### config.mk
export PLATFORM = sky130hd
export DESIGN_NAME = list_sort_with_index
export DESIGN_NICKNAME = d
export VERILOG_FILES = /design/src/hdl/lsort_pkg.sv /design/src/hdl/lsort_ram.sv /design/src/hdl/list_sort_with_index.sv
export SDC_FILE = /design/constraint.sdc
export NUM_CORES = 2
export LEC_CHECK = 0
export BUFFER_PORTS_ARGS = -buffer_cell sky130_fd_sc_hd__clkbuf_2
export CORE_MARGIN = 1.5
export CORE_UTILIZATION = 45
export DETAILED_ROUTE_END_ITERATION = 6
export MAX_ROUTING_LAYER = met4
export REMOVE_ABC_BUFFERS = 1
export SYNTH_ARGS = -nofsm -noshare
export SYNTH_HDL_FRONTEND = slang
export SYNTH_HIERARCHICAL = 1
export SYNTH_SLANG_ARGS = --single-unit
### constraint.sdc
create_clock -name clk -period 5 [get_ports clk]
set_input_delay 0.25 -clock clk [delete_from_list [all_inputs] [get_ports clk]]
set_output_delay 0.25 -clock clk [all_outputs]
set_load 0.005 [all_outputs]
### src/hdl/lsort_pkg.sv
package lsort_pkg;

  localparam int VAL_W = 32;
  localparam int IDX_W = 6;

  // configuration register byte addresses
  localparam logic [2:0] ADDR_DESCENDING = 3'd0;

  // command codes
  localparam logic CMD_LOAD   = 1'b0;
  localparam logic CMD_REPEAT = 1'b1;

  typedef struct packed {
    logic                    command;
    logic signed [VAL_W-1:0] value;
    logic                    last_in;
  } item_t;

  typedef struct packed {
    logic signed [VAL_W-1:0] sorted_value;
    logic [IDX_W-1:0]        original_index;
    logic                    last_out;
  } result_t;

  typedef struct packed {
    logic signed [VAL_W-1:0] value;
    logic [IDX_W-1:0]        index;
  } entry_t;

  typedef enum logic [3:0] {
    ST_IDLE,
    ST_FETCH,
    ST_KEY,
    ST_SCAN,
    ST_PLACE,
    ST_REV_A,
    ST_REV_B,
    ST_REV_C,
    ST_REV_D,
    ST_EMIT
  } state_t;

  // true when entry a must come before entry b
  function automatic logic goes_before(entry_t a, entry_t b, logic desc);
    logic res;
    if (a.value != b.value) begin
      res = desc ? (a.value > b.value) : (a.value < b.value);
    end else begin
      res = a.index < b.index;
    end
    return res;
  endfunction

endpackage

### src/hdl/lsort_ram.sv
module lsort_ram #(
  parameter int DEPTH = 64,
  parameter int AW    = 6
) (
  input  logic             clk,
  input  logic             wr_en,
  input  logic [AW-1:0]    wr_addr,
  input  lsort_pkg::entry_t wr_data,
  input  logic [AW-1:0]    rd_addr,
  output lsort_pkg::entry_t rd_data
);
  import lsort_pkg::*;

  entry_t mem [DEPTH];

  // one write port, one registered read port
  always_ff @(posedge clk) begin
    if (wr_en) begin
      mem[wr_addr] <= wr_data;
    end
    rd_data <= mem[rd_addr];
  end

endmodule

### src/hdl/list_sort_with_index.sv
// list elements load one at a time while idle; the last element starts an
// insertion sort over the store memory, one shift per cycle on the single
// read port. results stream one per cycle afterwards; a repeat with a
// direction change first reverses the list, swapping each pair through the
// states REV_A to REV_D. one item at a time.
// synchronous reset clears counts and direction; the store holds no reset.
module list_sort_with_index #(
  parameter int MAX_ITEMS = 64
) (
  input  logic               clk,
  input  logic               rst,
  input  logic               start,
  output logic               busy,
  input  lsort_pkg::item_t   item,
  output logic               result_valid,
  output lsort_pkg::result_t result,
  input  logic               psel,
  input  logic               penable,
  input  logic               pwrite,
  input  logic [2:0]         paddr,
  input  logic [31:0]        pwdata,
  output logic [31:0]        prdata,
  output logic               pready
);
  import lsort_pkg::*;

  localparam int AW = (MAX_ITEMS > 1) ? $clog2(MAX_ITEMS) : 1;
  localparam int CW = $clog2(MAX_ITEMS + 1);
  localparam logic [CW-1:0] CAP = CW'(MAX_ITEMS);

  state_t state, state_next;
  logic [CW-1:0] load_count, load_count_next;
  logic [CW-1:0] sorted_count, sorted_count_next;
  logic          sorted_dir, sorted_dir_next;
  logic          descending;
  logic [CW-1:0] i_cnt, i_cnt_next;
  logic [CW-1:0] j_cnt, j_cnt_next;
  entry_t        key, key_next;
  entry_t        hold, hold_next;
  logic          emit_pend, emit_pend_next;
  logic          emit_last, emit_last_next;

  logic          wr_en;
  logic [AW-1:0] wr_addr, rd_addr;
  entry_t        wr_data, rd_data;

  logic          accept, load_ok, repeat_ok, key_first;
  logic [CW-1:0] count_new;

  lsort_ram #(.DEPTH(MAX_ITEMS), .AW(AW)) u_ram (
    .clk    (clk),
    .wr_en  (wr_en),
    .wr_addr(wr_addr),
    .wr_data(wr_data),
    .rd_addr(rd_addr),
    .rd_data(rd_data)
  );

  assign busy      = (state != ST_IDLE);
  assign accept    = start && !busy;
  assign load_ok   = load_count < CAP;
  assign count_new = load_ok ? load_count + 1'b1 : load_count;
  assign repeat_ok = (load_count == '0) && (sorted_count != '0);
  assign key_first = goes_before(key, rd_data, sorted_dir);

  // configuration port
  assign pready = 1'b1;
  assign prdata = (paddr == ADDR_DESCENDING) ? {31'd0, descending} : 32'd0;

  always_ff @(posedge clk) begin
    if (rst) begin
      descending <= 1'b0;
    end else if (psel && penable && pwrite && paddr == ADDR_DESCENDING) begin
      descending <= pwdata[0];
    end
  end

  // next state
  always_comb begin
    state_next = state;
    unique case (state)
      ST_IDLE: begin
        if (accept) begin
          if (item.command == CMD_LOAD) begin
            if (item.last_in) begin
              state_next = (count_new > CW'(1)) ? ST_FETCH : ST_EMIT;
            end
          end else if (repeat_ok) begin
            state_next = (sorted_dir != descending && sorted_count > CW'(1)) ?
                         ST_REV_A : ST_EMIT;
          end
        end
      end
      ST_FETCH: state_next = ST_KEY;
      ST_KEY:   state_next = ST_SCAN;
      ST_SCAN: begin
        if (key_first) begin
          if (j_cnt == CW'(1)) begin
            state_next = ST_PLACE;
          end
        end else begin
          state_next = (i_cnt + 1'b1 == sorted_count) ? ST_EMIT : ST_FETCH;
        end
      end
      ST_PLACE: state_next = (i_cnt + 1'b1 == sorted_count) ? ST_EMIT : ST_FETCH;
      ST_REV_A: state_next = ST_REV_B;
      ST_REV_B: state_next = ST_REV_C;
      ST_REV_C: state_next = ST_REV_D;
      ST_REV_D: state_next = (i_cnt + 1'b1 < j_cnt - 1'b1) ? ST_REV_A : ST_EMIT;
      ST_EMIT: begin
        if (j_cnt >= sorted_count || j_cnt + 1'b1 == sorted_count) begin
          state_next = ST_IDLE;
        end
      end
      default: state_next = ST_IDLE;
    endcase
  end

  // datapath and memory control
  always_comb begin
    load_count_next   = load_count;
    sorted_count_next = sorted_count;
    sorted_dir_next   = sorted_dir;
    i_cnt_next        = i_cnt;
    j_cnt_next        = j_cnt;
    key_next          = key;
    hold_next         = hold;
    emit_pend_next    = 1'b0;
    emit_last_next    = 1'b0;
    wr_en             = 1'b0;
    wr_addr           = load_count[AW-1:0];
    wr_data           = '{value: item.value, index: IDX_W'(load_count)};
    rd_addr           = i_cnt[AW-1:0];
    unique case (state)
      ST_IDLE: begin
        if (accept) begin
          if (item.command == CMD_LOAD) begin
            wr_en           = load_ok;
            load_count_next = count_new;
            if (item.last_in) begin
              sorted_count_next = count_new;
              load_count_next   = '0;
              sorted_dir_next   = descending;
              i_cnt_next        = CW'(1);
              j_cnt_next        = '0;
            end
          end else if (repeat_ok) begin
            sorted_dir_next = descending;
            i_cnt_next      = '0;
            j_cnt_next      = (sorted_dir != descending && sorted_count > CW'(1)) ?
                              sorted_count - 1'b1 : '0;
          end
        end
      end
      ST_FETCH: rd_addr = i_cnt[AW-1:0];
      ST_KEY: begin
        key_next   = rd_data;
        j_cnt_next = i_cnt;
        rd_addr    = AW'(i_cnt - 1'b1);
      end
      // shift up the entries that the key goes before until the key finds its place
      ST_SCAN: begin
        wr_en   = 1'b1;
        wr_addr = j_cnt[AW-1:0];
        rd_addr = AW'(j_cnt - CW'(2));
        if (key_first) begin
          wr_data    = rd_data;
          j_cnt_next = j_cnt - 1'b1;
        end else begin
          wr_data    = key;
          i_cnt_next = i_cnt + 1'b1;
          j_cnt_next = '0;
        end
      end
      ST_PLACE: begin
        wr_en      = 1'b1;
        wr_addr    = j_cnt[AW-1:0];
        wr_data    = key;
        i_cnt_next = i_cnt + 1'b1;
        j_cnt_next = '0;
      end
      // swap entries i and j
      ST_REV_A: rd_addr = i_cnt[AW-1:0];
      ST_REV_B: begin
        hold_next = rd_data;
        rd_addr   = j_cnt[AW-1:0];
      end
      ST_REV_C: begin
        wr_en   = 1'b1;
        wr_addr = i_cnt[AW-1:0];
        wr_data = rd_data;
      end
      ST_REV_D: begin
        wr_en      = 1'b1;
        wr_addr    = j_cnt[AW-1:0];
        wr_data    = hold;
        i_cnt_next = i_cnt + 1'b1;
        j_cnt_next = (i_cnt + 1'b1 < j_cnt - 1'b1) ? j_cnt - 1'b1 : '0;
      end
      // stream the stored list out
      ST_EMIT: begin
        rd_addr = j_cnt[AW-1:0];
        if (j_cnt < sorted_count) begin
          emit_pend_next = 1'b1;
          emit_last_next = (j_cnt + 1'b1 == sorted_count);
          j_cnt_next     = j_cnt + 1'b1;
        end
      end
      default: ;
    endcase
  end

  always_ff @(posedge clk) begin
    if (rst) begin
      state        <= ST_IDLE;
      load_count   <= '0;
      sorted_count <= '0;
      sorted_dir   <= 1'b0;
      emit_pend    <= 1'b0;
    end else begin
      state        <= state_next;
      load_count   <= load_count_next;
      sorted_count <= sorted_count_next;
      sorted_dir   <= sorted_dir_next;
      emit_pend    <= emit_pend_next;
    end
    i_cnt     <= i_cnt_next;
    j_cnt     <= j_cnt_next;
    key       <= key_next;
    hold      <= hold_next;
    emit_last <= emit_last_next;
  end

  // result item follows the registered memory read
  assign result_valid          = emit_pend;
  assign result.sorted_value   = rd_data.value;
  assign result.original_index = rd_data.index;
  assign result.last_out       = emit_last;

  // checks
  a_cap: assert property (@(posedge clk) disable iff (rst) load_count <= CAP)
    else $error("load count beyond capacity");
  a_valid_src: assert property (@(posedge clk) disable iff (rst)
    result_valid |-> $past(state) == ST_EMIT)
    else $error("result item outside emit");
  a_last_gap: assert property (@(posedge clk) disable iff (rst)
    result_valid && result.last_out |=> !result_valid)
    else $error("result after last item");
  a_bad_repeat: assert property (@(posedge clk) disable iff (rst)
    accept && item.command == CMD_REPEAT && !repeat_ok |=> !busy && !result_valid)
    else $error("repeat without stored list started work");

endmodule
## Word level (Yosys, flattened, before mapping)

Memories as Yosys holds them, arrays and structs flattened. A register that Yosys moved wholly into a read port is not among the register bits.
Cells that the tools add are included.
W data, S select, Z words.

- Memories: 1
- RAM bits: 2432
- Input port bits: 75
- Register bits: 112

Memory list:

| memory | words | width | read ports | clocked after memory_dff | write ports | RTL line | RTL |
|---|---|---|---|---|---|---|---|
| u_ram.mem | 64 | 38 | 1 | 1 | 1 | lsort_ram.sv:14 | `entry_t mem [DEPTH];` |

- Multiplexer cells: 45
- Magnitude comparators: 9
- Reduce and logical (&&, ||, !) cells: 28
- Equal/unequal tests: 22
- Bitwise operators: 2
- Add/subtract/negate cells: 7

Operators with widths:

| cell | count |
|---|---|
| $pmux W38 S4 | 1 |
| $mux W7 | 15 |
| $mux W4 | 11 |
| $pmux W7 S6 | 1 |
| $pmux W4 S10 | 1 |
| $mux W38 | 1 |
| $gt A32 B32 Y1 | 1 |
| $lt A32 B32 Y1 | 1 |
| $ne A32 B32 Y1 | 1 |
| $add A7 B1 Y7 const B | 3 |
| $pmux W7 S3 | 1 |
| $pmux W6 S3 | 1 |
| $eq A4 B3 Y1 const B | 4 |
| $reduce_and A5 Y1 | 3 |
| $eq A7 B7 Y1 | 2 |
| $gt A7 B1 Y1 const B | 2 |
| $lt A7 B7 Y1 | 2 |
| $sub A7 B1 Y7 const B | 2 |
| $pmux W6 S2 | 1 |
| $mux W1 | 11 |
| $ne A3 B3 Y1 const B | 3 |
| $eq A4 B2 Y1 const B | 2 |
| $eq A4 B4 Y1 const B | 2 |
| $ne A2 B2 Y1 const B | 4 |
| 28 further kinds | 37 |

## Depth between registers and ports, before layout

- Depth in word-level cells: 8
- Depth in mapped cells: 17
- Mapped depth without buffers: 13

## Cells and area by module

Netlist, hierarchy kept.

By module, submodules not included:

| module | seq. area each (µm²) | cells an instance | times used | area an instance (µm²) |
|---|---|---|---|---|
| lsort_ram | 73790.8 | 3989 | 1 | 92939.1 |
| list_sort_with_index | 3143.0 | 862 | 1 | 7870.0 |

## Worst setup path before layout

Ideal clock, no wire load.

- Path type: register to register
- From: register, netlist name u_ram/rd_data[20]
- To: memory u_ram/mem[0][1] (netlist bit) (data pin)
- Clock period less this slack: 5.366 ns
- Path slack: -0.366 ns
- Arrival: 4.646 ns
- Library setup time: 0.721 ns
- Path buffers: 0
- Cell stages (with the launch flop): 10
- Path through: dfxtp_1 inv_1 ha_1 a21oi_2 nand2_1 a221o_1 o31a_1 o31ai_1 nor3_2 o31ai_1

RTL lines:

| what | RTL line |
|---|---|
| to (decl) | lsort_ram.sv:14 |

## Final worst setup path

- From: register state[0]
- To: register, netlist name u_ram/rd_data[21]

- Cells in the longest elaborated chain, start to end: 3
- Elaborated cells on any way between the ends: 6

RTL lines:

| what | RTL line | RTL |
|---|---|---|
| from (decl) | list_sort_with_index.sv:31 | `state_t state, state_next;` |
| from (signal assigned) | list_sort_with_index.sv:221 | `state <= state_next;` |
| $eq A4 B4 Y1 / $eq A4 B3 Y1 (equally long branches) | list_sort_with_index.sv:134 | `unique case (state)` |
| $reduce_or A2 Y1 (no source line) | n/a |  |
| $pmux W6 S3 (*) | list_sort_with_index.sv:134 |  |
| net rd_addr[0] | list_sort_with_index.sv:44 | `logic [AW-1:0] wr_addr, rd_addr;` |

The timed path passes the listed nets; every way through them passes the cells marked *.
A chain may end at the register's enable or synchronous reset.

==> key figures <==
Power and ir drop
  • Power share of the sequential group: 38.5%
  • Logic pwr share: 34.7%
  • Power per standard cell area: 627.1 nW/um^2
  • Sw frac: 33.47%
  • Internal Power: 48.42 mW
  • P_sw: 24.36 mW
  • Max VDD drop: 0.4108 mV
  • Clock power frac: 26.7%
  • Tot Pwr: 72.78 mW
  • Pleak: 37.41 nW

Worst hold path
  • Hold Crit Class: input pin to flop
  • Hold path start: item[7]
  • Hold path depth: 4
  • Hold EP: u_ram/mem[42][12]

Synthesis
  • Seq/Total Area, Yosys: 76.32%
  • Distinct cells, synth: 76
  • Avg Inst Size Synth: 20.78 sq um
  • Main synth FF type: edfxtp_1
  • Synth Register Bits: 2582
  • Number of synthesized flops with an enable pin: 2522
  • Mapped Cells: 4851
  • Synth Warn #: 6
  • Synth Cell Area: 100800 sq um
  • Async set or reset register ratio after synthesis: 0%

Drt
  • Antenna Nets Post-Route: 0
  • Drt first pass iters: 7
  • Routed wire per std cell: 30.38 microns
  • Number of DRC markers in iteration 0: 5553
  • Routed wire length: 256000 microns
  • Via-per-instance ratio: 5.989
  • Via count: 50470
  • DRC Markers: 0

Clocking
  • CTS tree: built
  • Htree depth: 5
  • Post-CTS sizing: 0
  • Clock Latency Late Sink: 930 ps
  • CTS buffer count: 282
  • Root Driver: clkbuf_16
  • Sink Count: 2582
  • Clk slew on worst S/H paths: 60 ps
  • Clk buf depth: 4

Setup path
  • Crit Path Category: flop to flop
  • Crit Path Max Fanout: 22
  • Worst path slowest cell: a21oi_4
  • Top delay family on crit path: compound AO/OA/AOI/OAI gates
  • Worst EP arrival: 5370 ps
  • Reg-to-reg setup timing slack: 390 ps
  • Worst reg2reg path startpoint: state[0]
  • WP data required: 5760 ps
  • CP endpoint kind: flop
  • R2R depth: 12
  • CP bufs+invs: 3
  • Cell Chain, Critical Path: inv_1 > nand2_1 > o32a_1 > o2bb2ai_1 > a21oi_4 > buf_4 > buf_4 > mux4_2 > a22oi_1 > nand2_1 > o22ai_1 > nor2_1
  • Nature of the critical path startpoint: flop
  • Max stage delay on crit path: 680 ps
  • Worst r2r dst: u_ram/rd_data[21]

Global routing
  • Grt total ovfl: 0
  • Number of global-route vias before repair: 50880
  • GRT Total Usage: 23.05%
  • Initial antenna violation count: 5
  • First-pass GRT wire length: 367400 microns
  • Largest net degree at the start of global routing: 65

STA
  • Setup Skew: 54.77 ps
  • Fin Setup TNS: 0 ps
  • Slew @ Worst Pin: 1338 ps
  • Tmin final: 4606 ps
  • Setup violators final: 0
  • Fmax achieved: 217.1 MHz
  • Final period util: 92.13%
  • RSZ-0062 raised after global routing: no
  • Slew Limit Fails: 0
  • Final hold violations: 0
  • Hold WS: 81.15 ps
  • Relative slew slack: 10.83%

Finish
  • Multi-input gate area: 22820 sq um
  • Layout cells sized above 1: 27.55%
  • Filler Cell Count: 17430
  • Seq. cell area: 76930 sq um
  • Post-layout nets: 5393
  • Area Growth Syn to Fin: 15.13%

Placement
  • Buffers on Ports: 85
  • Placed wire-length estimate: 155300 microns
  • Final Wtd Congestion: 0.8731

Die
  • Die Width: 476.3 microns
  • Site row count: 173
  • Core area: 222500 sq um
  • Io pins: 149
  • Die Y: 476.3 microns
  • DIE AREA: 226900 sq um
  • Starting Density: 45.30%

Run status
  • Outcome: finished, final reports clean

Run
  • Max Cap Viol: 0
[registers in the layout (all words and copies together) (netlist names), 4 cells and up]
register / count
sorted_count: 7
hold: 38
key: 38
state: 4
j_cnt: 7
u_ram/rd_data: 38
u_ram/mem: 2432
i_cnt: 7
load_count: 7
[Yosys cell counts, types with 4 or more instances]
| master | instances | area share (%) |
|---|---|---|
| edfxtp_1 | 2522 | 75 |
| mux4_2 | 608 | 14 |
| nor2_1 | 248 | 0.92 |
| a21oi_1 | 146 | 0.72 |
| a22oi_1 | 145 | 1.1 |
| nand2_1 | 133 | 0.50 |
| clkbuf_1 | 113 | 0.42 |
| o22ai_1 | 105 | 0.65 |
| buf_2 | 72 | 0.36 |
| mux2i_1 | 67 | 0.67 |
| inv_1 | 64 | 0.24 |
| ha_1 | 62 | 0.77 |
| dfxtp_1 | 60 | 1.2 |
| buf_4 | 52 | 0.39 |
| o221ai_1 | 40 | 0.35 |
| and2_1 | 36 | 0.22 |
| a211o_1 | 31 | 0.27 |
| buf_1 | 29 | 0.11 |
| buf_6 | 25 | 0.28 |
| mux2_2 | 25 | 0.28 |
| o21ai_0 | 25 | 0.12 |
| nand3_1 | 24 | 0.12 |
| xnor2_1 | 24 | 0.21 |
| nor3_1 | 22 | 0.11 |
| xor2_1 | 20 | 0.17 |
| nor2b_1 | 18 | 0.11 |
| nand2b_1 | 17 | 0.11 |
| nand4_1 | 14 | 0.087 |
| nand3b_1 | 7 | 0.052 |
| a21o_1 | 6 | 0.045 |
| or3_1 | 6 | 0.037 |
| a211oi_1 | 5 | 0.037 |
| a221o_2 | 5 | 0.056 |
| or2_2 | 5 | 0.031 |
| nor4_1 | 4 | 0.025 |
| o21a_1 | 4 | 0.030 |
| o31ai_1 | 4 | 0.030 |
| or3b_2 | 4 | 0.035 |
[layout make-up]
class	instances	share of cell area, %
timing repair buffer	382	3.290
multi-input combinational	1942	19.66
clock inverter	113	0.8301
antenna	2	0.004312
sequential	2582	66.29
tap	2975	3.207
clock buffer	364	6.506
inverter	66	0.2135
[metrics by stage]
| step | std cells | util [%] | worst slack, ps | area, sq um |
|---|---|---|---|---|
| 5_1_grt | 8426 | 52.16 | 181.5 | 116100 |
| 6_report | 8426 | 52.16 | 393.5 | 116100 |
| 3_3_place_gp | 7937 | 48.28 | 445.9 | 107400 |
| 2_1_floorplan | 4590 | - | -52500 | 99360 |
| 3_5_place_dp | 7937 | 48.28 | 463.1 | 107400 |
| 4_1_cts | 8424 | 52.15 | 429.0 | 116100 |
[timing repair]
action / 4_1_cts / 5_1_grt
hold buffers: 10 / 0
setup buffers: 0 / 0
hold endpoints to repair: 22 / 0
[routing by layer]
layer	global-route usage, %	wire length, microns	vias up
met5	-	0	-
met4	5.723	5642	0
met3	3.631	18670	346
met2	34.96	121200	1949
met1	32.93	110400	27230
li1	-	-	20940
[cells in the final DEF (no fill, tap or decap), types with 39 or more instances in the layout]
cell type | synthesis | layout
clkbuf_1 | 113 | 69
mux2i_1 | 67 | 67
buf_12 | 0 | 91
clkbuf_16 | 0 | 287
edfxtp_1 | 2522 | 2522
mux4_2 | 608 | 608
o22ai_1 | 105 | 105
clkinv_1 | 2 | 48
buf_4 | 52 | 196
nor2_4 | 1 | 66
dfxtp_1 | 60 | 60
o221ai_1 | 40 | 39
nor2_1 | 248 | 183
inv_1 | 64 | 64
ha_1 | 62 | 62
nand2_1 | 133 | 133
clkbuf_2 | 0 | 85
a22oi_1 | 145 | 145
a21oi_1 | 146 | 144
[cells by family (layout without fill, tap and decap cells)]
logic type | after synthesis | in the layout | synth area share, %
and+or+nand+nor | 556 | 556 | 2.522
DFF | 2582 | 2582 | 76.32
adders and majority gates | 62 | 62 | 0.7695
AOI/OAI and AO/OA | 548 | 548 | 3.676
other | 2 | 34 | 0.007450
muxes | 700 | 700 | 14.53
xor gates and xnor gates | 44 | 44 | 0.3823
buffers and inverters | 357 | 925 | 1.798
[power groups by stage]
stage | Sequential [mW] | Clock, mW | Combinational [mW]
after floorplan | 28.2 | 0 | 11.6
after global placement | 28.5 | 0 | 25.0
after detailed placement | 28.5 | 0 | 25.3
after CTS | 28.0 | 19.8 | 25.4
after global routing | 28.1 | 20.6 | 26.9
final | 28.0 | 19.5 | 25.3
[worst register-to-register path: cells and delay by family (launching register included)]
kind	cells	cell delay, ps
AOI/OAI and AO/OA	5	1750
buffers and inverters	3	1130
muxes	1	580
DFF	1	550
and+or+nand+nor	3	460
[worst max-delay path by stage]
stage,to,start,cells after the start
6_report,u_ram/rd_data[21],state[0],12
4_1_cts,u_ram/mem[14][23],state[1],12
3_3_place_gp,u_ram/rd_data[21],state[0],12
2_1_floorplan,u_ram/rd_data[10],state[1],9
5_1_grt,u_ram/mem[14][23],state[1],12
3_5_place_dp,u_ram/mem[14][22],state[1],12
(Power assumes the default switching activity.)
